**src/bcpg_pkg.sv**
```systemverilog
// shared constants, types and helpers of the circle pixel generator
package bcpg_pkg;

  localparam int COORD_BITS_DEF = 16;
  localparam int COLOR_BITS_DEF = 32;
  localparam int DIAM_BITS      = 15;
  localparam int OFS_BITS       = 16;
  localparam int ERR_BITS       = 20;
  localparam int POINTS         = 8;
  localparam int QUEUE_DEPTH    = 2;
  localparam int CFG_IDX_BITS   = 3;

  // error term arithmetic
  localparam int ERR_INIT     = 3;
  localparam int ERR_RAD_MUL  = 2;
  localparam int ERR_STEP_MUL = 4;
  localparam int ERR_DIAG_ADD = 10;
  localparam int ERR_AXIS_ADD = 6;

  // register indexes and reset values
  localparam logic [CFG_IDX_BITS-1:0] CFG_U_MIN = 3'd0;
  localparam logic [CFG_IDX_BITS-1:0] CFG_V_MIN = 3'd1;
  localparam logic [CFG_IDX_BITS-1:0] CFG_U_MAX = 3'd2;
  localparam logic [CFG_IDX_BITS-1:0] CFG_V_MAX = 3'd3;
  localparam int SCREEN_MIN_RST = 0;
  localparam int SCREEN_MAX_RST = 255;

  localparam logic REQ_START = 1'b0;
  localparam logic REQ_STEP  = 1'b1;

  typedef enum logic [1:0] {
    JOB_NONE,
    JOB_POINT,
    JOB_EIGHT
  } job_kind_t;

  // kind, done, centre u/v, offsets du/dv, colour
  function automatic int job_bits(int coord_bits, int color_bits);
    return 2 + 1 + 2 * coord_bits + 2 * OFS_BITS + color_bits;
  endfunction

endpackage

```
**src/bcpg_if.sv**
```systemverilog
// handshake interfaces: request, pixel and register write channels
interface bcpg_req_if #(
  parameter int COORD_BITS = bcpg_pkg::COORD_BITS_DEF,
  parameter int COLOR_BITS = bcpg_pkg::COLOR_BITS_DEF
);
  logic                                 valid;
  logic                                 ready;
  logic                                 req_type;
  logic signed [COORD_BITS-1:0]         center_u;
  logic signed [COORD_BITS-1:0]         center_v;
  logic        [bcpg_pkg::DIAM_BITS-1:0] diameter;
  logic        [COLOR_BITS-1:0]         pen_color;

  modport source (output valid, req_type, center_u, center_v, diameter, pen_color,
                  input ready);
  modport sink (input valid, req_type, center_u, center_v, diameter, pen_color,
                output ready);
endinterface

interface bcpg_pix_if #(
  parameter int COORD_BITS = bcpg_pkg::COORD_BITS_DEF,
  parameter int COLOR_BITS = bcpg_pkg::COLOR_BITS_DEF
);
  logic                         valid;
  logic                         ready;
  logic signed [COORD_BITS-1:0] pixel_u;
  logic signed [COORD_BITS-1:0] pixel_v;
  logic        [COLOR_BITS-1:0] pixel_color;
  logic                         pixel_valid;
  logic                         last_of_step;
  logic                         circle_done;

  modport source (output valid, pixel_u, pixel_v, pixel_color, pixel_valid,
                  last_of_step, circle_done, input ready);
  modport sink (input valid, pixel_u, pixel_v, pixel_color, pixel_valid,
                last_of_step, circle_done, output ready);
endinterface

interface bcpg_cfg_if #(
  parameter int COORD_BITS = bcpg_pkg::COORD_BITS_DEF
);
  logic                                   valid;
  logic                                   ready;
  logic [bcpg_pkg::CFG_IDX_BITS-1:0]      index;
  logic [COORD_BITS-1:0]                  data;

  modport source (output valid, index, data, input ready);
  modport sink (input valid, index, data, output ready);
endinterface

```
**src/bcpg_queue.sv**
```systemverilog
// short job queue between the front and back parts
module bcpg_queue #(
  parameter int DATA_BITS = 8
) (
  input  logic                 clk,
  input  logic                 rst,
  input  logic                 push,
  input  logic [DATA_BITS-1:0] push_data,
  output logic                 full,
  input  logic                 pop,
  output logic [DATA_BITS-1:0] pop_data,
  output logic                 empty
);
  localparam int DEPTH     = bcpg_pkg::QUEUE_DEPTH;
  localparam int PTR_BITS  = (DEPTH > 1) ? $clog2(DEPTH) : 1;
  localparam int CNT_BITS  = $clog2(DEPTH + 1);
  localparam logic [PTR_BITS-1:0] PTR_LAST = PTR_BITS'(DEPTH - 1);

  logic [DATA_BITS-1:0] mem [DEPTH];
  logic [PTR_BITS-1:0]  wr_ptr;
  logic [PTR_BITS-1:0]  rd_ptr;
  logic [CNT_BITS-1:0]  count;
  logic                 do_push;
  logic                 do_pop;

  assign full     = (count == CNT_BITS'(DEPTH));
  assign empty    = (count == '0);
  assign do_push  = push && !full;
  assign do_pop   = pop && !empty;
  assign pop_data = mem[rd_ptr];

  always_ff @(posedge clk) begin
    if (do_push) begin
      mem[wr_ptr] <= push_data;
    end
  end

  always_ff @(posedge clk) begin
    if (rst) begin
      wr_ptr <= '0;
      rd_ptr <= '0;
      count  <= '0;
    end else begin
      if (do_push) begin
        wr_ptr <= (wr_ptr == PTR_LAST) ? '0 : wr_ptr + PTR_BITS'(1);
      end
      if (do_pop) begin
        rd_ptr <= (rd_ptr == PTR_LAST) ? '0 : rd_ptr + PTR_BITS'(1);
      end
      if (do_push && !do_pop) begin
        count <= count + CNT_BITS'(1);
      end else if (do_pop && !do_push) begin
        count <= count - CNT_BITS'(1);
      end
    end
  end
endmodule

```
**src/bcpg_front.sv**
```systemverilog
// front part: takes requests, keeps the circle state and queues one job per request
module bcpg_front #(
  parameter int COORD_BITS = bcpg_pkg::COORD_BITS_DEF,
  parameter int COLOR_BITS = bcpg_pkg::COLOR_BITS_DEF
) (
  input  logic clk,
  input  logic rst,
  bcpg_req_if.sink req,
  output logic push,
  output logic [bcpg_pkg::job_bits(COORD_BITS, COLOR_BITS)-1:0] push_data,
  input  logic full
);
  localparam int OB = bcpg_pkg::OFS_BITS;
  localparam int EB = bcpg_pkg::ERR_BITS;
  localparam int DB = bcpg_pkg::DIAM_BITS;

  logic                         active, active_next;
  logic                         single_point, single_point_next;
  logic signed [COORD_BITS-1:0] center_u_reg, center_u_reg_next;
  logic signed [COORD_BITS-1:0] center_v_reg, center_v_reg_next;
  logic        [COLOR_BITS-1:0] color_reg, color_reg_next;
  logic signed [OB-1:0]         offset_minor, offset_minor_next;
  logic signed [OB-1:0]         offset_major, offset_major_next;
  logic signed [EB-1:0]         error_term, error_term_next;

  bcpg_pkg::job_kind_t  job_kind;
  logic                 job_done;
  logic signed [OB-1:0] job_du;
  logic signed [OB-1:0] job_dv;

  logic        [DB-2:0] radius;
  logic signed [OB-1:0] du_inc;
  logic signed [OB-1:0] dv_dec;
  logic signed [EB-1:0] du_wide;
  logic signed [EB-1:0] diff_wide;
  logic                 accept;

  assign req.ready = !full;
  assign accept    = req.valid && req.ready;
  assign push      = accept;
  assign push_data = {job_kind, job_done, center_u_reg_next, center_v_reg_next,
                      job_du, job_dv, color_reg_next};

  assign radius    = req.diameter[DB-1:1];
  assign du_inc    = offset_minor + OB'(1);
  assign dv_dec    = offset_major - OB'(1);
  assign du_wide   = {{(EB-OB){du_inc[OB-1]}}, du_inc};
  assign diff_wide = du_wide - {{(EB-OB){dv_dec[OB-1]}}, dv_dec};

  always_comb begin
    active_next       = active;
    single_point_next = single_point;
    center_u_reg_next = center_u_reg;
    center_v_reg_next = center_v_reg;
    color_reg_next    = color_reg;
    offset_minor_next = offset_minor;
    offset_major_next = offset_major;
    error_term_next   = error_term;
    job_kind          = bcpg_pkg::JOB_NONE;
    job_done          = 1'b1;
    job_du            = offset_minor;
    job_dv            = offset_major;
    priority if (req.req_type == bcpg_pkg::REQ_START) begin
      center_u_reg_next = req.center_u;
      center_v_reg_next = req.center_v;
      color_reg_next    = req.pen_color;
      offset_minor_next = '0;
      offset_major_next = OB'(radius);
      error_term_next   = EB'(bcpg_pkg::ERR_INIT)
                          - EB'(bcpg_pkg::ERR_RAD_MUL) * EB'(radius);
      active_next       = (req.diameter != '0);
      single_point_next = (req.diameter == DB'(1));
      job_done          = (req.diameter == '0);
    end else if (!active) begin
      job_done = 1'b1;
    end else if (single_point) begin
      job_kind          = bcpg_pkg::JOB_POINT;
      job_du            = '0;
      job_dv            = '0;
      active_next       = 1'b0;
      single_point_next = 1'b0;
    end else begin
      job_kind          = bcpg_pkg::JOB_EIGHT;
      offset_minor_next = du_inc;
      if (error_term > EB'(0)) begin
        offset_major_next = dv_dec;
        error_term_next   = error_term + EB'(bcpg_pkg::ERR_STEP_MUL) * diff_wide
                            + EB'(bcpg_pkg::ERR_DIAG_ADD);
      end else begin
        error_term_next   = error_term + EB'(bcpg_pkg::ERR_STEP_MUL) * du_wide
                            + EB'(bcpg_pkg::ERR_AXIS_ADD);
      end
      // circle ends once the major offset drops below the minor one
      active_next = !(offset_major_next < du_inc);
      job_done    = (offset_major_next < du_inc);
    end
  end

  always_ff @(posedge clk) begin
    if (rst) begin
      active       <= 1'b0;
      single_point <= 1'b0;
    end else if (accept) begin
      active       <= active_next;
      single_point <= single_point_next;
    end
  end

  always_ff @(posedge clk) begin
    if (accept) begin
      center_u_reg <= center_u_reg_next;
      center_v_reg <= center_v_reg_next;
      color_reg    <= color_reg_next;
      offset_minor <= offset_minor_next;
      offset_major <= offset_major_next;
      error_term   <= error_term_next;
    end
  end
endmodule

```
**src/bcpg_back.sv**
```systemverilog
// back part: clips a job's eight points; one pixel per cycle unless stalled
module bcpg_back #(
  parameter int COORD_BITS = bcpg_pkg::COORD_BITS_DEF,
  parameter int COLOR_BITS = bcpg_pkg::COLOR_BITS_DEF
) (
  input  logic clk,
  input  logic rst,
  input  logic empty,
  input  logic [bcpg_pkg::job_bits(COORD_BITS, COLOR_BITS)-1:0] pop_data,
  output logic pop,
  input  logic signed [COORD_BITS-1:0] screen_u_min,
  input  logic signed [COORD_BITS-1:0] screen_v_min,
  input  logic signed [COORD_BITS-1:0] screen_u_max,
  input  logic signed [COORD_BITS-1:0] screen_v_max,
  bcpg_pix_if.source pix
);
  localparam int OB = bcpg_pkg::OFS_BITS;
  localparam int NP = bcpg_pkg::POINTS;
  localparam int IB = $clog2(NP);
  // one bit wider than either operand so off-screen sums never wrap
  localparam int SB = ((COORD_BITS > OB) ? COORD_BITS : OB) + 1;

  logic [1:0]                   h_kind_raw;
  bcpg_pkg::job_kind_t          h_kind;
  logic                         h_done;
  logic signed [COORD_BITS-1:0] h_cu;
  logic signed [COORD_BITS-1:0] h_cv;
  logic signed [OB-1:0]         h_du;
  logic signed [OB-1:0]         h_dv;
  logic        [COLOR_BITS-1:0] h_color;
  logic        [NP-1:0]         h_vis;
  logic        [NP-1:0]         h_mask;

  logic                         jv;
  logic        [NP-1:0]         jmask;
  logic                         jdone;
  logic signed [COORD_BITS-1:0] jcu;
  logic signed [COORD_BITS-1:0] jcv;
  logic signed [OB-1:0]         jdu;
  logic signed [OB-1:0]         jdv;
  logic        [COLOR_BITS-1:0] jcolor;

  logic                         slot_free;
  logic                         emit;
  logic                         fin;
  logic        [NP-1:0]         sel_one;
  logic        [NP-1:0]         mask_rest;
  logic        [IB-1:0]         sel_idx;
  logic signed [SB-1:0]         sel_u;
  logic signed [SB-1:0]         sel_v;

  // point order: u takes du for the first four, dv for the last four;
  // bit 0 negates the u offset, bit 1 the v offset
  function automatic logic signed [SB-1:0] pt_u(logic [IB-1:0] idx,
                                                logic signed [COORD_BITS-1:0] c,
                                                logic signed [OB-1:0] a,
                                                logic signed [OB-1:0] b);
    logic signed [SB-1:0] cx;
    logic signed [SB-1:0] ox;
    cx = SB'(c);
    ox = idx[2] ? SB'(b) : SB'(a);
    return idx[0] ? cx - ox : cx + ox;
  endfunction

  function automatic logic signed [SB-1:0] pt_v(logic [IB-1:0] idx,
                                                logic signed [COORD_BITS-1:0] c,
                                                logic signed [OB-1:0] a,
                                                logic signed [OB-1:0] b);
    logic signed [SB-1:0] cx;
    logic signed [SB-1:0] ox;
    cx = SB'(c);
    ox = idx[2] ? SB'(a) : SB'(b);
    return idx[1] ? cx - ox : cx + ox;
  endfunction

  function automatic logic on_screen(logic signed [SB-1:0] u, logic signed [SB-1:0] v,
                                     logic signed [COORD_BITS-1:0] umin,
                                     logic signed [COORD_BITS-1:0] vmin,
                                     logic signed [COORD_BITS-1:0] umax,
                                     logic signed [COORD_BITS-1:0] vmax);
    return (u >= SB'(umin)) && (u <= SB'(umax)) && (v >= SB'(vmin)) && (v <= SB'(vmax));
  endfunction

  assign {h_kind_raw, h_done, h_cu, h_cv, h_du, h_dv, h_color} = pop_data;
  assign h_kind = bcpg_pkg::job_kind_t'(h_kind_raw);

  always_comb begin
    for (int i = 0; i < NP; i++) begin
      h_vis[i] = on_screen(pt_u(IB'(i), h_cu, h_du, h_dv), pt_v(IB'(i), h_cv, h_du, h_dv),
                           screen_u_min, screen_v_min, screen_u_max, screen_v_max);
    end
  end

  always_comb begin
    unique case (h_kind)
      bcpg_pkg::JOB_NONE:  h_mask = '0;
      bcpg_pkg::JOB_POINT: h_mask = {{(NP-1){1'b0}}, h_vis[0]};
      bcpg_pkg::JOB_EIGHT: h_mask = h_vis;
      default:             h_mask = '0;
    endcase
  end

  // lowest pending point goes first
  always_comb begin
    sel_idx = '0;
    for (int i = NP - 1; i >= 0; i--) begin
      if (jmask[i]) begin
        sel_idx = IB'(i);
      end
    end
  end

  assign sel_one   = jmask & (~jmask + NP'(1));
  assign mask_rest = jmask & ~sel_one;
  assign sel_u     = pt_u(sel_idx, jcu, jdu, jdv);
  assign sel_v     = pt_v(sel_idx, jcv, jdu, jdv);

  assign slot_free = !pix.valid || pix.ready;
  assign emit      = slot_free && jv;
  assign fin       = emit && (mask_rest == '0);
  assign pop       = !empty && (!jv || fin);

  always_ff @(posedge clk) begin
    if (rst) begin
      pix.valid <= 1'b0;
      jv        <= 1'b0;
    end else begin
      if (slot_free) begin
        pix.valid <= jv;
      end
      if (pop) begin
        jv <= 1'b1;
      end else if (fin) begin
        jv <= 1'b0;
      end
    end
  end

  always_ff @(posedge clk) begin
    if (emit) begin
      if (jmask == '0) begin
        // nothing visible: a single empty transfer closes the step
        pix.pixel_u      <= '0;
        pix.pixel_v      <= '0;
        pix.pixel_color  <= '0;
        pix.pixel_valid  <= 1'b0;
        pix.last_of_step <= 1'b1;
        pix.circle_done  <= jdone;
      end else begin
        pix.pixel_u      <= sel_u[COORD_BITS-1:0];
        pix.pixel_v      <= sel_v[COORD_BITS-1:0];
        pix.pixel_color  <= jcolor;
        pix.pixel_valid  <= 1'b1;
        pix.last_of_step <= (mask_rest == '0);
        pix.circle_done  <= (mask_rest == '0) && jdone;
      end
    end
    if (pop) begin
      jmask  <= h_mask;
      jdone  <= h_done;
      jcu    <= h_cu;
      jcv    <= h_cv;
      jdu    <= h_du;
      jdv    <= h_dv;
      jcolor <= h_color;
    end else if (emit) begin
      jmask <= mask_rest;
    end
  end
endmodule

```
**src/bresenham_circle_pixel_generator_core.sv**
```systemverilog
// top level: screen registers, front part, job queue and back part
//
//  channel  dir  carries                                        transfer when
//  req      in   req_type, center_u/v, diameter, pen_color      req.valid && req.ready
//  pix      out  pixel_u/v, pixel_color, pixel_valid, flags     pix.valid && pix.ready
//  cfg      in   index, data (screen bounds)                    cfg.valid && cfg.ready
//
// the front takes one request a cycle while the queue has room and updates
// the circle state at once; the back clips the job's points in parallel and
// sends one pixel a cycle unless pix stalls. a step gives 1 to 8 transfers,
// max(1, visible points); a start or an idle step gives one. the two-entry
// job queue lets requests keep arriving while the pixel port is stalled.
// reset is synchronous and leaves the block idle with the default screen.
module bresenham_circle_pixel_generator_core #(
  parameter int COORD_BITS = bcpg_pkg::COORD_BITS_DEF,
  parameter int COLOR_BITS = bcpg_pkg::COLOR_BITS_DEF
) (
  input logic clk,
  input logic rst,
  bcpg_req_if.sink   req,
  bcpg_pix_if.source pix,
  bcpg_cfg_if.sink   cfg
);
  localparam int JB = bcpg_pkg::job_bits(COORD_BITS, COLOR_BITS);

  logic signed [COORD_BITS-1:0] screen_u_min;
  logic signed [COORD_BITS-1:0] screen_v_min;
  logic signed [COORD_BITS-1:0] screen_u_max;
  logic signed [COORD_BITS-1:0] screen_v_max;

  logic          q_push;
  logic [JB-1:0] q_push_data;
  logic          q_full;
  logic          q_pop;
  logic [JB-1:0] q_pop_data;
  logic          q_empty;

  assign cfg.ready = 1'b1;

  always_ff @(posedge clk) begin
    if (rst) begin
      screen_u_min <= COORD_BITS'(bcpg_pkg::SCREEN_MIN_RST);
      screen_v_min <= COORD_BITS'(bcpg_pkg::SCREEN_MIN_RST);
      screen_u_max <= COORD_BITS'(bcpg_pkg::SCREEN_MAX_RST);
      screen_v_max <= COORD_BITS'(bcpg_pkg::SCREEN_MAX_RST);
    end else if (cfg.valid && cfg.ready) begin
      unique case (cfg.index)
        bcpg_pkg::CFG_U_MIN: screen_u_min <= cfg.data;
        bcpg_pkg::CFG_V_MIN: screen_v_min <= cfg.data;
        bcpg_pkg::CFG_U_MAX: screen_u_max <= cfg.data;
        bcpg_pkg::CFG_V_MAX: screen_v_max <= cfg.data;
        default: ;
      endcase
    end
  end

  bcpg_front #(
    .COORD_BITS(COORD_BITS),
    .COLOR_BITS(COLOR_BITS)
  ) u_front (
    .clk       (clk),
    .rst       (rst),
    .req       (req),
    .push      (q_push),
    .push_data (q_push_data),
    .full      (q_full)
  );

  bcpg_queue #(
    .DATA_BITS(JB)
  ) u_queue (
    .clk       (clk),
    .rst       (rst),
    .push      (q_push),
    .push_data (q_push_data),
    .full      (q_full),
    .pop       (q_pop),
    .pop_data  (q_pop_data),
    .empty     (q_empty)
  );

  bcpg_back #(
    .COORD_BITS(COORD_BITS),
    .COLOR_BITS(COLOR_BITS)
  ) u_back (
    .clk          (clk),
    .rst          (rst),
    .empty        (q_empty),
    .pop_data     (q_pop_data),
    .pop          (q_pop),
    .screen_u_min (screen_u_min),
    .screen_v_min (screen_v_min),
    .screen_u_max (screen_u_max),
    .screen_v_max (screen_v_max),
    .pix          (pix)
  );
endmodule

```
**src/flat_wrapper.sv**
```systemverilog
// flat-port wrapper written by rule: the top's interface ports become plain ports
module bresenham_circle_pixel_generator_core_flat 
#(
  parameter int COORD_BITS = bcpg_pkg::COORD_BITS_DEF,
  parameter int COLOR_BITS = bcpg_pkg::COLOR_BITS_DEF
)
  (clk, rst, req_valid, req_req_type, req_center_u, req_center_v, req_diameter, req_pen_color, req_ready, pix_valid, pix_pixel_u, pix_pixel_v, pix_pixel_color, pix_pixel_valid, pix_last_of_step, pix_circle_done, pix_ready, cfg_valid, cfg_index, cfg_data, cfg_ready);
  bcpg_req_if #(.COORD_BITS(COORD_BITS), .COLOR_BITS(COLOR_BITS)) req_i ();
  bcpg_pix_if #(.COORD_BITS(COORD_BITS), .COLOR_BITS(COLOR_BITS)) pix_i ();
  bcpg_cfg_if #(.COORD_BITS(COORD_BITS)) cfg_i ();
  input logic clk;
  input logic rst;
  input wire logic [$bits(req_i.valid)-1:0] req_valid;
  input wire logic [$bits(req_i.req_type)-1:0] req_req_type;
  input wire logic [$bits(req_i.center_u)-1:0] req_center_u;
  input wire logic [$bits(req_i.center_v)-1:0] req_center_v;
  input wire logic [$bits(req_i.diameter)-1:0] req_diameter;
  input wire logic [$bits(req_i.pen_color)-1:0] req_pen_color;
  output wire logic [$bits(req_i.ready)-1:0] req_ready;
  output wire logic [$bits(pix_i.valid)-1:0] pix_valid;
  output wire logic [$bits(pix_i.pixel_u)-1:0] pix_pixel_u;
  output wire logic [$bits(pix_i.pixel_v)-1:0] pix_pixel_v;
  output wire logic [$bits(pix_i.pixel_color)-1:0] pix_pixel_color;
  output wire logic [$bits(pix_i.pixel_valid)-1:0] pix_pixel_valid;
  output wire logic [$bits(pix_i.last_of_step)-1:0] pix_last_of_step;
  output wire logic [$bits(pix_i.circle_done)-1:0] pix_circle_done;
  input wire logic [$bits(pix_i.ready)-1:0] pix_ready;
  input wire logic [$bits(cfg_i.valid)-1:0] cfg_valid;
  input wire logic [$bits(cfg_i.index)-1:0] cfg_index;
  input wire logic [$bits(cfg_i.data)-1:0] cfg_data;
  output wire logic [$bits(cfg_i.ready)-1:0] cfg_ready;
  assign req_i.valid = req_valid;
  assign req_i.req_type = req_req_type;
  assign req_i.center_u = req_center_u;
  assign req_i.center_v = req_center_v;
  assign req_i.diameter = req_diameter;
  assign req_i.pen_color = req_pen_color;
  assign req_ready = req_i.ready;
  assign pix_valid = pix_i.valid;
  assign pix_pixel_u = pix_i.pixel_u;
  assign pix_pixel_v = pix_i.pixel_v;
  assign pix_pixel_color = pix_i.pixel_color;
  assign pix_pixel_valid = pix_i.pixel_valid;
  assign pix_last_of_step = pix_i.last_of_step;
  assign pix_circle_done = pix_i.circle_done;
  assign pix_i.ready = pix_ready;
  assign cfg_i.valid = cfg_valid;
  assign cfg_i.index = cfg_index;
  assign cfg_i.data = cfg_data;
  assign cfg_ready = cfg_i.ready;
  bresenham_circle_pixel_generator_core #(.COORD_BITS(COORD_BITS), .COLOR_BITS(COLOR_BITS)) u_core (.clk(clk), .rst(rst), .req(req_i), .pix(pix_i), .cfg(cfg_i));
endmodule
```
**config.mk**
```make
export PLATFORM = sky130hd
export DESIGN_NAME = bresenham_circle_pixel_generator_core_flat
export DESIGN_NICKNAME = d
export VERILOG_FILES = /design/src/bcpg_pkg.sv /design/src/bcpg_if.sv /design/src/bcpg_queue.sv /design/src/bcpg_front.sv /design/src/bcpg_back.sv /design/src/bresenham_circle_pixel_generator_core.sv /design/src/flat_wrapper.sv
export SDC_FILE = /design/constraint.sdc
export NUM_CORES = 1
export LEC_CHECK = 0
export BUFFER_PORTS_ARGS = -buffer_cell sky130_fd_sc_hd__buf_2
export CAP_MARGIN = 30
export CELL_PAD_IN_SITES_DETAIL_PLACEMENT = 1
export CELL_PAD_IN_SITES_GLOBAL_PLACEMENT = 1
export CORE_MARGIN = 3
export CORE_UTILIZATION = 50
export CTS_BUF_LIST = sky130_fd_sc_hd__clkbuf_16
export DETAILED_ROUTE_END_ITERATION = 10
export PLACE_DENSITY_LB_ADDON = 0.12
export SLEW_MARGIN = 25
export SYNTH_ARGS = -nofsm -noshare
export SYNTH_HDL_FRONTEND = slang
export SYNTH_SLANG_ARGS = --single-unit
```
**constraint.sdc**
```tcl
create_clock -name clk -period 11.3 [get_ports clk]
set_clock_uncertainty 0.05 [all_clocks]
set_input_delay 1.695 -clock clk [delete_from_list [all_inputs] [get_ports clk]]
set_output_delay 1.695 -clock clk [all_outputs]
set_load 0.02 [all_outputs]
```
==> results of run 1 <==
## synth_stat cells (all sizes together), types with 23 or more instances
master and number:
nor2b 55, xnor2 146, dfxtp 73, nor3 86, mux2 149, nand4 53
o211ai 30, or3 32, o21bai 28, nand2 262, a21oi 238, edfxtp 485
and2 74, xor2 92, ha 541, mux2i 72, o21a 34, a21o 85
nand3 66, nor4 23, o21ai 138, clkbuf 87, a211oi 39, inv 240
nor2 284, and3 25, a31oi 33, nand2b 36, nand3b 25
## final timing paths
path | to | slack (ns)
min reg2reg | u_core.screen_v_min[1] | 0.40
min | u_core.screen_v_min[1] | 0.40
max | u_core.u_back.jmask[4] | 4.83
max reg2reg | u_core.u_back.jmask[4] | 4.83
## cell type report
cell class	count	area, µm²
tap	1030	1290
sequential	558	16000
fill	8400	33400
antenna	6	15.0
timing repair buffer	204	1160
inverter	241	908
clock buffer	59	1480
multi-input combinational	2834	21600
clock inverter	53	634
## worst max-delay path, stage by stage (launching register included)
cell      delay [ns]
dfxtp_4         0.76
mux2i_1         0.72
inv_1           0.29
ha_1            0.38
inv_1           0.07
a21oi_1         0.08
o311ai_0        0.67
a31o_2          0.30
nor4_1          0.07
o41ai_1         0.72
nor4_1          0.09
a311o_1         0.40
ha_1            0.32
nand3_1         0.12
nor2_1          0.24
nand4_1         0.13
o21ai_0         0.22
o21ai_0         0.11
o21ai_0         0.10
o211a_1         0.29
a32o_1          0.16
## cells in the final DEF (no fill, tap or decap), types with 24 or more instances in the layout
cell | Yosys | routed
ha_1 | 541 | 541
edfxtp_1 | 485 | 485
nor2_1 | 284 | 282
nand2_1 | 262 | 262
inv_1 | 240 | 245
a21oi_1 | 238 | 236
buf_2 | 7 | 171
mux2_2 | 149 | 149
xnor2_1 | 146 | 146
o21ai_0 | 136 | 136
xor2_1 | 92 | 92
nor3_1 | 86 | 86
a21o_1 | 85 | 85
and2_1 | 74 | 74
dfxtp_1 | 73 | 72
mux2i_1 | 72 | 71
nand3_1 | 66 | 66
clkbuf_16 | 0 | 59
nor2b_1 | 55 | 54
nand4_1 | 53 | 53
a211oi_1 | 39 | 39
nand2b_1 | 36 | 36
o21a_1 | 34 | 34
a31oi_1 | 33 | 33
o211ai_1 | 30 | 30
buf_4 | 1 | 30
or3_1 | 29 | 29
o21bai_1 | 28 | 28
nand3b_1 | 25 | 25
and3_1 | 25 | 24
## logic make-up after synthesis
kind of cell / count (synthesis) / share of synthesized area
XOR/XNOR: 238 / 0.0535
multiplexers: 221 / 0.0616
flip-flops: 558 / 0.412
AO/OA/AOI/OAI: 757 / 0.125
buffers and inverters: 349 / 0.0340
adder cells (fa/ha/maj): 555 / 0.181
AND/OR/NAND/NOR: 1062 / 0.134
other: 1 / 0.0000963
## layer usage
layer,global-route usage,vias up
met5,0,-
met4,0.0792,0
met3,0.0377,193
met2,0.517,756
met1,0.402,14800
li1,-,14000
## metrics by stage
step	instance area, µm²	worst slack, ns	utilization
6_report	43200	4.83	0.564
5_1_grt	43200	4.38	0.563
4_1_cts	43100	4.89	0.563
3_5_place_dp	41000	4.93	0.535
3_3_place_gp	41000	5.02	0.535
2_1_floorplan	38900	4.78	-
==> key figures, run 1 <==
Status
  • Status: completed

Detailed routing
  • Metal-1 WL: 54200 µm
  • Drt total wl: 125000 µm
  • 1st-iter DRT viols: 2108
  • Routed length on met3: 6410 µm
  • Uppermost layer routed: met4
  • Vias per cell: 5.97
  • Met2 routed WL: 60900 µm
  • Post-DRT Antenna Nets: 0
  • Via count: 29800
  • Detailed Routing Iterations Pass 1: 7
  • Number of remaining DRC errors: 0
  • Wire per inst: 25.1 µm

Placement
  • # port buffers: 172
  • HPWL Detailed: 96700 µm
  • Final RePlAce weighted congestion: 0.929
  • Placed cell count: 4865

Global routing
  • First-pass GRT wire length: 188000 µm
  • Vias in the first global route: 30200
  • Initial antenna violation count: 5
  • Grt total ovfl: 0
  • Pin count of the biggest net entering global routing: 74
  • GRT Total Usage: 0.301

Layout
  • Area Growth Syn to Fin: 10.8%
  • Nets: 4556
  • Layout cells sized above 1: 0.124
  • Largest register FFs: 198
  • Top reg by flops: u_core.u_queue.mem
  • Finished Layout Cells: 4985

Floorplan
  • Core Area: 0.0766 mm²
  • Std-Cell Rows: 101
  • Number of top-level pins: 174
  • Area of the die: 0.0813 mm²
  • Die height: 285 µm
  • Initial Util: 0.508
  • Die X: 285 µm

Clocking
  • Clk_lat worst skew: 0.67 ns
  • Maximum root-to-sink buffer count: 3
  • # hold bufs at CTS: 0
  • Post-CTS Resized: 0
  • TritonCTS buffer count: 59
  • Clock sink total: 558
  • Post-CTS setup buffers: 0
  • Clk pin slew, worst setup/hold paths: 0.06 ns
  • CTS tree: done
  • Root Driver: clkbuf_16
  • H-Tree Depth: 2

Critical path
  • Data arrival time of the worst path: 6.94 ns
  • Setup crit start kind: register
  • Cells on worst reg2reg path: 20
  • Kind of critical path: reg2reg
  • Worst EP required: 11.77 ns
  • Max FO, Critical Path: 37
  • Critical Path Sink Type: register

Timing
  • RSZ-0062 raised after global routing: no
  • Hold Vio Cnt, Final: 0
  • Achievable Freq: 0.155 GHz
  • Final setup vio count: 0
  • Slew headroom: 0.218
  • Setup TNS: 0 ns
  • Worst slew pin tran: 1.17 ns
  • Final min period: 6.47 ns
  • Hold slack: 0.404 ns
  • Period Utilization, post-route: 0.572
  • Max-slew violation count: 0

Logic synthesis
  • Asr flop ratio synth: 0
  • Synth warn: 0
  • Post-synth top area share: 0.374
  • Top cells by area, synth: edfxtp_1 (37%), ha_1 (17%), mux2_2 (4.3%)
  • Synth cell types: 77
  • Syn Inst Count: 3741
  • Ys flop type: edfxtp_1
  • Cell Area, Synth: 0.0389 mm²
  • Syn Nets: 4399
  • EDFF count, synth: 485
  • Synth Register Bits: 558
  • Sequential share of the synthesized area: 0.412
  • Avg Cell Area, Syn: 10.4 µm²
  • Top cell type by total area after synthesis: edfxtp_1

Min path
  • Min-delay src: u_core.screen_v_min[1]
  • Hold path depth: 2
  • Worst min path class: reg2reg

Run
  • Total of max-cap violations: 0
Power of run 1 is left out: the tool's default activity adds up to more than one toggle a clock period on the data nets, which glitch-free logic cannot reach.
==> run 2, diff against run 1 <==
clock period = 6.2 ns   (was 11.3 ns; I/O delays follow)
==> key figures, run 2 (synthesis results as in run 1) <==
Layout
  • Area Growth Syn to Fin: 11.4% (was 10.8%)
  • Layout cells sized above 1: 0.134 (was 0.124)
  • Nets: 4598 (was 4556)
  • Most frequent cells in the layout: ha_1 (540), edfxtp_1 (485), nor2_1 (282) (was ha_1 (541), edfxtp_1 (485), nor2_1 (282))
  • Fill cell count: 8474 (was 8400)
  • Fin util: 0.567 (was 0.564)
  • Top reg by flops: u_core.u_queue.mem (unchanged)
  • Largest register FFs: 198 (unchanged)
  • Commonest non-fill, non-tap cell in the layout: ha_1 (unchanged)

Detailed routing
  • Number of remaining DRC errors: 0 (unchanged)
  • Detailed Routing Iterations Pass 1: 6 (was 7)
  • Vias per cell: 5.94 (was 5.97)
  • Post-DRT Antenna Nets: 0 (unchanged)
  • 1st-iter DRT viols: 2012 (was 2108)
  • Via count: 29900 (was 29800)
  • Wire per inst: 25.0 µm (was 25.1 µm)
  • Drt total wl: 126000 µm (was 125000 µm)

Floorplan
  • Number of top-level pins: 174 (unchanged)
  • Std-Cell Rows: 101 (unchanged)
  • Core Area: 0.0766 mm² (unchanged)
  • Die height: 285 µm (unchanged)
  • Area of the die: 0.0813 mm² (unchanged)
  • Initial Util: 0.508 (unchanged)
  • Die X: 285 µm (unchanged)

Clocking
  • Root Driver: clkbuf_16 (unchanged)
  • H-Tree Depth: 2 (unchanged)
  • Clk pin slew, worst setup/hold paths: 0.07 ns (was 0.06 ns)
  • Clk_lat worst skew: 0.68 ns (was 0.67 ns)
  • Maximum root-to-sink buffer count: 3 (unchanged)
  • Clock sink total: 558 (unchanged)
  • TritonCTS buffer count: 60 (was 59)
  • CTS tree: done (unchanged)

Critical path
  • Crit path largest cell delay: 0.43 ns (was 0.76 ns)
  • Flop-to-flop setup slack: 0.28 ns (was 4.83 ns)
  • Kind of critical path: reg2reg (unchanged)
  • Cells on worst reg2reg path: 21 (was 20)
  • Data arrival time of the worst path: 6.26 ns (was 6.94 ns)
  • Worst path most repeated cell: ha_1 (was o21ai_0)
  • Worst R2R Start: u_core.u_front.offset_major[1]
  • CP Cell Sequence: inv_1, ha_1, or3b_1, or3_1, or3_1, or3_4, or3_1, xor2_1, ha_1, and3_1, a211o_1, a21oi_1, xnor2_1, ha_1, ha_1, or2_2, nand2_1, a22oi_1, nand2b_1, xnor2_1, o221ai_1 (was mux2i_1, inv_1, ha_1, inv_1, a21oi_1, o311ai_0, a31o_2, nor4_1, o41ai_1, nor4_1, a311o_1, ha_1, nand3_1, nor2_1, nand4_1, o21ai_0, o21ai_0, o21ai_0, o211a_1, a32o_1)
  • Slowest stage cell, crit path: edfxtp_1 (was dfxtp_4)
  • Critical Path Sink Type: register (unchanged)
  • Setup crit start kind: register (unchanged)
  • Max FO, Critical Path: 5 (was 37)
  • RR Endpoint: u_core.u_front.error_term[19] (was u_core.u_back.jmask[4])
  • Worst EP required: 6.54 ns (was 11.77 ns)

Placement
  • HPWL Detailed: 96600 µm (was 96700 µm)
  • # port buffers: 172 (unchanged)
  • Final RePlAce weighted congestion: 0.949 (was 0.929)

Timing
  • Worst slew pin tran: 1.01 ns (was 1.17 ns)
  • Achievable Freq: 0.169 GHz (was 0.155 GHz)
  • Final setup vio count: 0 (unchanged)
  • Hold Vio Cnt, Final: 0 (unchanged)
  • Slew headroom: 0.307 (was 0.218)
  • Final min period: 5.92 ns (was 6.47 ns)
  • Max-slew violation count: 0 (unchanged)
  • Period Utilization, post-route: 0.954 (was 0.572)

Global routing
  • Vias in the first global route: 31100 (was 30200)
  • Grt total ovfl: 0 (unchanged)
  • GRT Total Usage: 0.304 (was 0.301)
  • First-pass GRT wire length: 191000 µm (was 188000 µm)
  • Pin count of the biggest net entering global routing: 74 (unchanged)
  • Initial antenna violation count: 6 (was 5)

Min path
  • Hold path depth: 2 (unchanged)
  • Min-delay src: u_core.screen_u_min[5] (was u_core.screen_v_min[1])
  • Hold Path End: u_core.screen_u_min[5] (was u_core.screen_v_min[1])
  • Worst min path class: reg2reg (unchanged)

Status
  • Status: completed (unchanged)

Run
  • Total of max-cap violations: 0 (unchanged)
[run 2: changes by cell type in the layout (fill, tap and decap cells not counted), moves of 2 or more]
cell	before	now
buf_4	30	71
inv_1	245	254
clkinv_1	13	5
bufinv_16	12	8
clkinv_2	10	13
clkinvlp_2	3	0
a21oi_1	236	234
a21oi_2	0	2
buf_16	2	0
clkbuf_16	59	61
clkinv_4	3	1
clkinvlp_4	1	3
inv_4	1	3
[run 2: how the worst max path moves through the flow]
stage,from,endpoint,slack (ns)
after floorplan,req_valid,u_core.u_queue.mem[0][0],0.45
after global placement,u_core.u_front.offset_major[0],u_core.u_front.error_term[18],0.36
after detailed placement,u_core.u_front.offset_major[0],u_core.u_front.error_term[18],0.21
after CTS,u_core.u_front.offset_major[0],u_core.u_front.error_term[18],0.19
after global routing,u_core.u_front.offset_major[0],u_core.u_front.error_term[19],-0.01
final,u_core.u_front.offset_major[1],u_core.u_front.error_term[19],0.28
[run 2: critical path, delay by kind of cell (launching register included)]
kind,cells,cell delay [ns]
simple gates,9,2.71
fa+ha+maj,4,1.14
compound gates,4,0.70
xor+xnor,3,0.51
flops,1,0.43
buf+inv,1,0.11
[run 2: layout make-up]
type                       instances  area [µm²]  share of cell area
clock buffer                      61        1530              0.0352
tap                             1030        1290              0.0297
inverter                         241         908              0.0209
multi-input combinational       2834       21700               0.499
sequential                       558       16000               0.369
antenna                            7        17.5            0.000404
clock inverter                    51         522              0.0120
timing repair buffer             245        1440              0.0332
[run 2: timing repair]
item	in CTS	in global routing
hold buffers	0	0
setup buffers	0	3
setup endpoints to repair	0	3
hold endpoints to repair	0	0
gates resized for setup	0	6
[run 2: routing by layer]
layer  GRT usage  part of all wire
met1       0.389              0.42
met2       0.519              0.48
met3      0.0537             0.056
met4       0.106             0.037
met5           0           0.00082
[run 2: stage by stage]
stage / hold slack (ns) / setup TNS, ns / instance area [µm²] / worst slack, ns / cells
after floorplan: 0.386 / 0 / 38900 / 0.445 / 3741
after global placement: 0.392 / 0 / 41300 / 0.362 / 4905
after detailed placement: 0.398 / 0 / 41300 / 0.214 / 4905
after CTS: 0.406 / 0 / 43300 / 0.193 / 5017
after global routing: 0.426 / -0.0104 / 43400 / -0.0104 / 5025
final: 0.405 / 0 / 43400 / 0.284 / 5027
Power of run 2 is left out for the same reason.
==> run 3, diff against run 2 <==
CTS_BUF_LIST = sky130_fd_sc_hd__clkbuf_4   (was sky130_fd_sc_hd__clkbuf_16)
CTS_CLUSTER_SIZE = 8   (was not set)
RECOVER_POWER = 50   (was not set)
==> key figures, run 3 (synthesis results as in run 1) <==
Status
  • Status: complete, but fails checks (was completed)
  • Failing checks: capacitance limit, slew limit

Layout
  • Commonest non-fill, non-tap cell in the layout: ha_1 (unchanged)
  • Nets: 4690 (was 4598)
  • Most frequent cells in the layout: ha_1 (540), edfxtp_1 (485), nor2_1 (283) (was ha_1 (540), edfxtp_1 (485), nor2_1 (282))
  • Fin util: 0.565 (was 0.567)
  • Largest register FFs: 198 (unchanged)
  • Area Growth Syn to Fin: 11.0% (was 11.4%)
  • Layout cells sized above 1: 0.135 (was 0.134)
  • Top reg by flops: u_core.u_queue.mem (unchanged)
  • Finished Layout Cells: 5189 (was 5027)

Clocking
  • Clock sink total: 558 (unchanged)
  • Maximum root-to-sink buffer count: 3 (unchanged)
  • # hold bufs at CTS: 0 (unchanged)
  • Clk_lat worst skew: 1.04 ns (was 0.68 ns)
  • H-Tree Depth: 4 (was 2)
  • CTS tree: done (unchanged)
  • TritonCTS buffer count: 153 (was 60)
  • Root Driver: clkbuf_4 (was clkbuf_16)
  • Clk pin slew, worst setup/hold paths: 0.07 ns (about the same)

Run
  • Total of max-cap violations: 6 (was 0)

Timing
  • Final setup vio count: 0 (unchanged)
  • Period Utilization, post-route: 0.957 (was 0.954)
  • Hold Vio Cnt, Final: 0 (unchanged)
  • Setup TNS: 0 ns (unchanged)
  • Worst slew pin tran: 4.48 ns (was 1.01 ns)
  • Max-slew violation count: 259 (was 0)
  • Achievable Freq: 0.169 GHz (about the same)
  • Final min period: 5.93 ns (was 5.92 ns)
  • Hold slack: 0.185 ns (was 0.405 ns)
  • Slew headroom: -1.99 (was 0.307)

Critical path
  • Max FO, Critical Path: 5 (unchanged)
  • Critical Path Sink Type: register (unchanged)
  • Setup crit start kind: register (unchanged)
  • Crit path largest cell delay: 0.43 ns (about the same)
  • CP Cell Sequence: inv_1, ha_1, or3b_1, or3_1, or3_1, or3_1, or3_1, xor2_1, ha_1, and3_1, a211o_1, a21oi_1, xnor2_1, ha_1, ha_1, or2_2, nand2_1, a22oi_1, nand2b_1, xnor2_1, o221ai_1 (was inv_1, ha_1, or3b_1, or3_1, or3_1, or3_4, or3_1, xor2_1, ha_1, and3_1, a211o_1, a21oi_1, xnor2_1, ha_1, ha_1, or2_2, nand2_1, a22oi_1, nand2b_1, xnor2_1, o221ai_1)
  • Data arrival time of the worst path: 6.62 ns (was 6.26 ns)
  • Worst EP required: 6.89 ns (was 6.54 ns)
  • Slowest stage cell, crit path: edfxtp_1 (unchanged)
  • Kind of critical path: reg2reg (unchanged)

Floorplan
  • Area of the die: 0.0813 mm² (unchanged)
  • Number of top-level pins: 174 (unchanged)
  • Core Area: 0.0766 mm² (unchanged)
  • Die height: 285 µm (unchanged)
  • Std-Cell Rows: 101 (unchanged)
  • Die X: 285 µm (unchanged)
  • Initial Util: 0.508 (unchanged)

Global routing
  • Vias in the first global route: 32000 (was 31100)
  • GRT Total Usage: 0.304 (about the same)
  • Grt total ovfl: 0 (unchanged)
  • Pin count of the biggest net entering global routing: 74 (unchanged)
  • First-pass GRT wire length: 190000 µm (was 191000 µm)
  • Initial antenna violation count: 9 (was 6)

Detailed routing
  • Detailed Routing Iterations Pass 1: 5 (was 6)
  • Post-DRT Antenna Nets: 0 (unchanged)
  • Via count: 30300 (was 29900)
  • Number of remaining DRC errors: 0 (unchanged)
  • 1st-iter DRT viols: 2037 (was 2012)
  • Drt total wl: 125000 µm (was 126000 µm)
  • Vias per cell: 5.85 (was 5.94)
  • Wire per inst: 24.0 µm (was 25.0 µm)

Placement
  • HPWL Detailed: 96600 µm (unchanged)
  • # port buffers: 172 (unchanged)
  • Final RePlAce weighted congestion: 0.949 (unchanged)
  • Placed cell count: 4905 (unchanged)

Min path
  • Worst min path class: in2reg (was reg2reg)
-- run 3: changes by cell type in the layout (fill, tap and decap cells not counted), moves of 16 or more --
cell	previous run	this run
clkbuf_4	0	204
mux2_1	0	92
mux2_2	149	57
clkbuf_16	61	0
clkinv_1	5	42
and2_0	0	30
and2_1	74	44
buf_4	71	54
clkbuf_1	0	17
inv_1	254	238
-- run 3: area by class of cell --
type                    instances  area, µm²
multi-input cells            2834      21600
flip-flops and latches        558      16000
well taps                    1030       1290
fillers                      8623      33300
clock inverters                69        460
repair buffers                244       1370
clock buffers                 204       1530
inverters                     241        908
diodes                          9       22.5
-- run 3: worst paths after layout --
kind	from	end	slack (ns)	cells past startpoint
hold reg to reg	u_core.screen_u_min[5]	u_core.screen_u_min[5]	0.40	2
hold / removal	req_pen_color[3]	u_core.u_queue.mem[1][3]	0.18	2
setup reg to reg	u_core.u_front.offset_major[0]	u_core.u_front.error_term[19]	0.27	21
setup / recovery	u_core.u_front.offset_major[0]	u_core.u_front.error_term[19]	0.27	21
-- run 3: per-stage QoR --
stage | area (µm²) | setup WS (ns)
2_1_floorplan | 38900 | 0.445
3_3_place_gp | 41300 | 0.362
3_5_place_dp | 41300 | 0.214
4_1_cts | 43300 | 0.238
5_1_grt | 43200 | -0.0297
6_report | 43200 | 0.268
-- run 3: worst max-delay path: cells and delay by family (launching register included) --
| kind | cells | cell delay [ns] |
|---|---|---|
| AOI/OAI and AO/OA | 4 | 0.70 |
| xor gates and xnor gates | 3 | 0.50 |
| adders and majority gates | 4 | 1.15 |
| buffers and inverters | 1 | 0.12 |
| DFF | 1 | 0.43 |
| and+or+nand+nor | 9 | 2.76 |
-- run 3: layer usage --
metal,vias to the layer above,share of wire,global-route usage
li1,14400,-,-
met1,14900,0.42,0.381
met3,235,0.063,0.0675
met4,0,0.033,0.111
met5,-,0,0
met2,811,0.48,0.516
-- run 3: what timing repair did --
item	CTS	global route
setup endpoints to repair	0	2
resized for setup	0	5
buffers inserted	0	2
Power of run 3 is left out for the same reason.
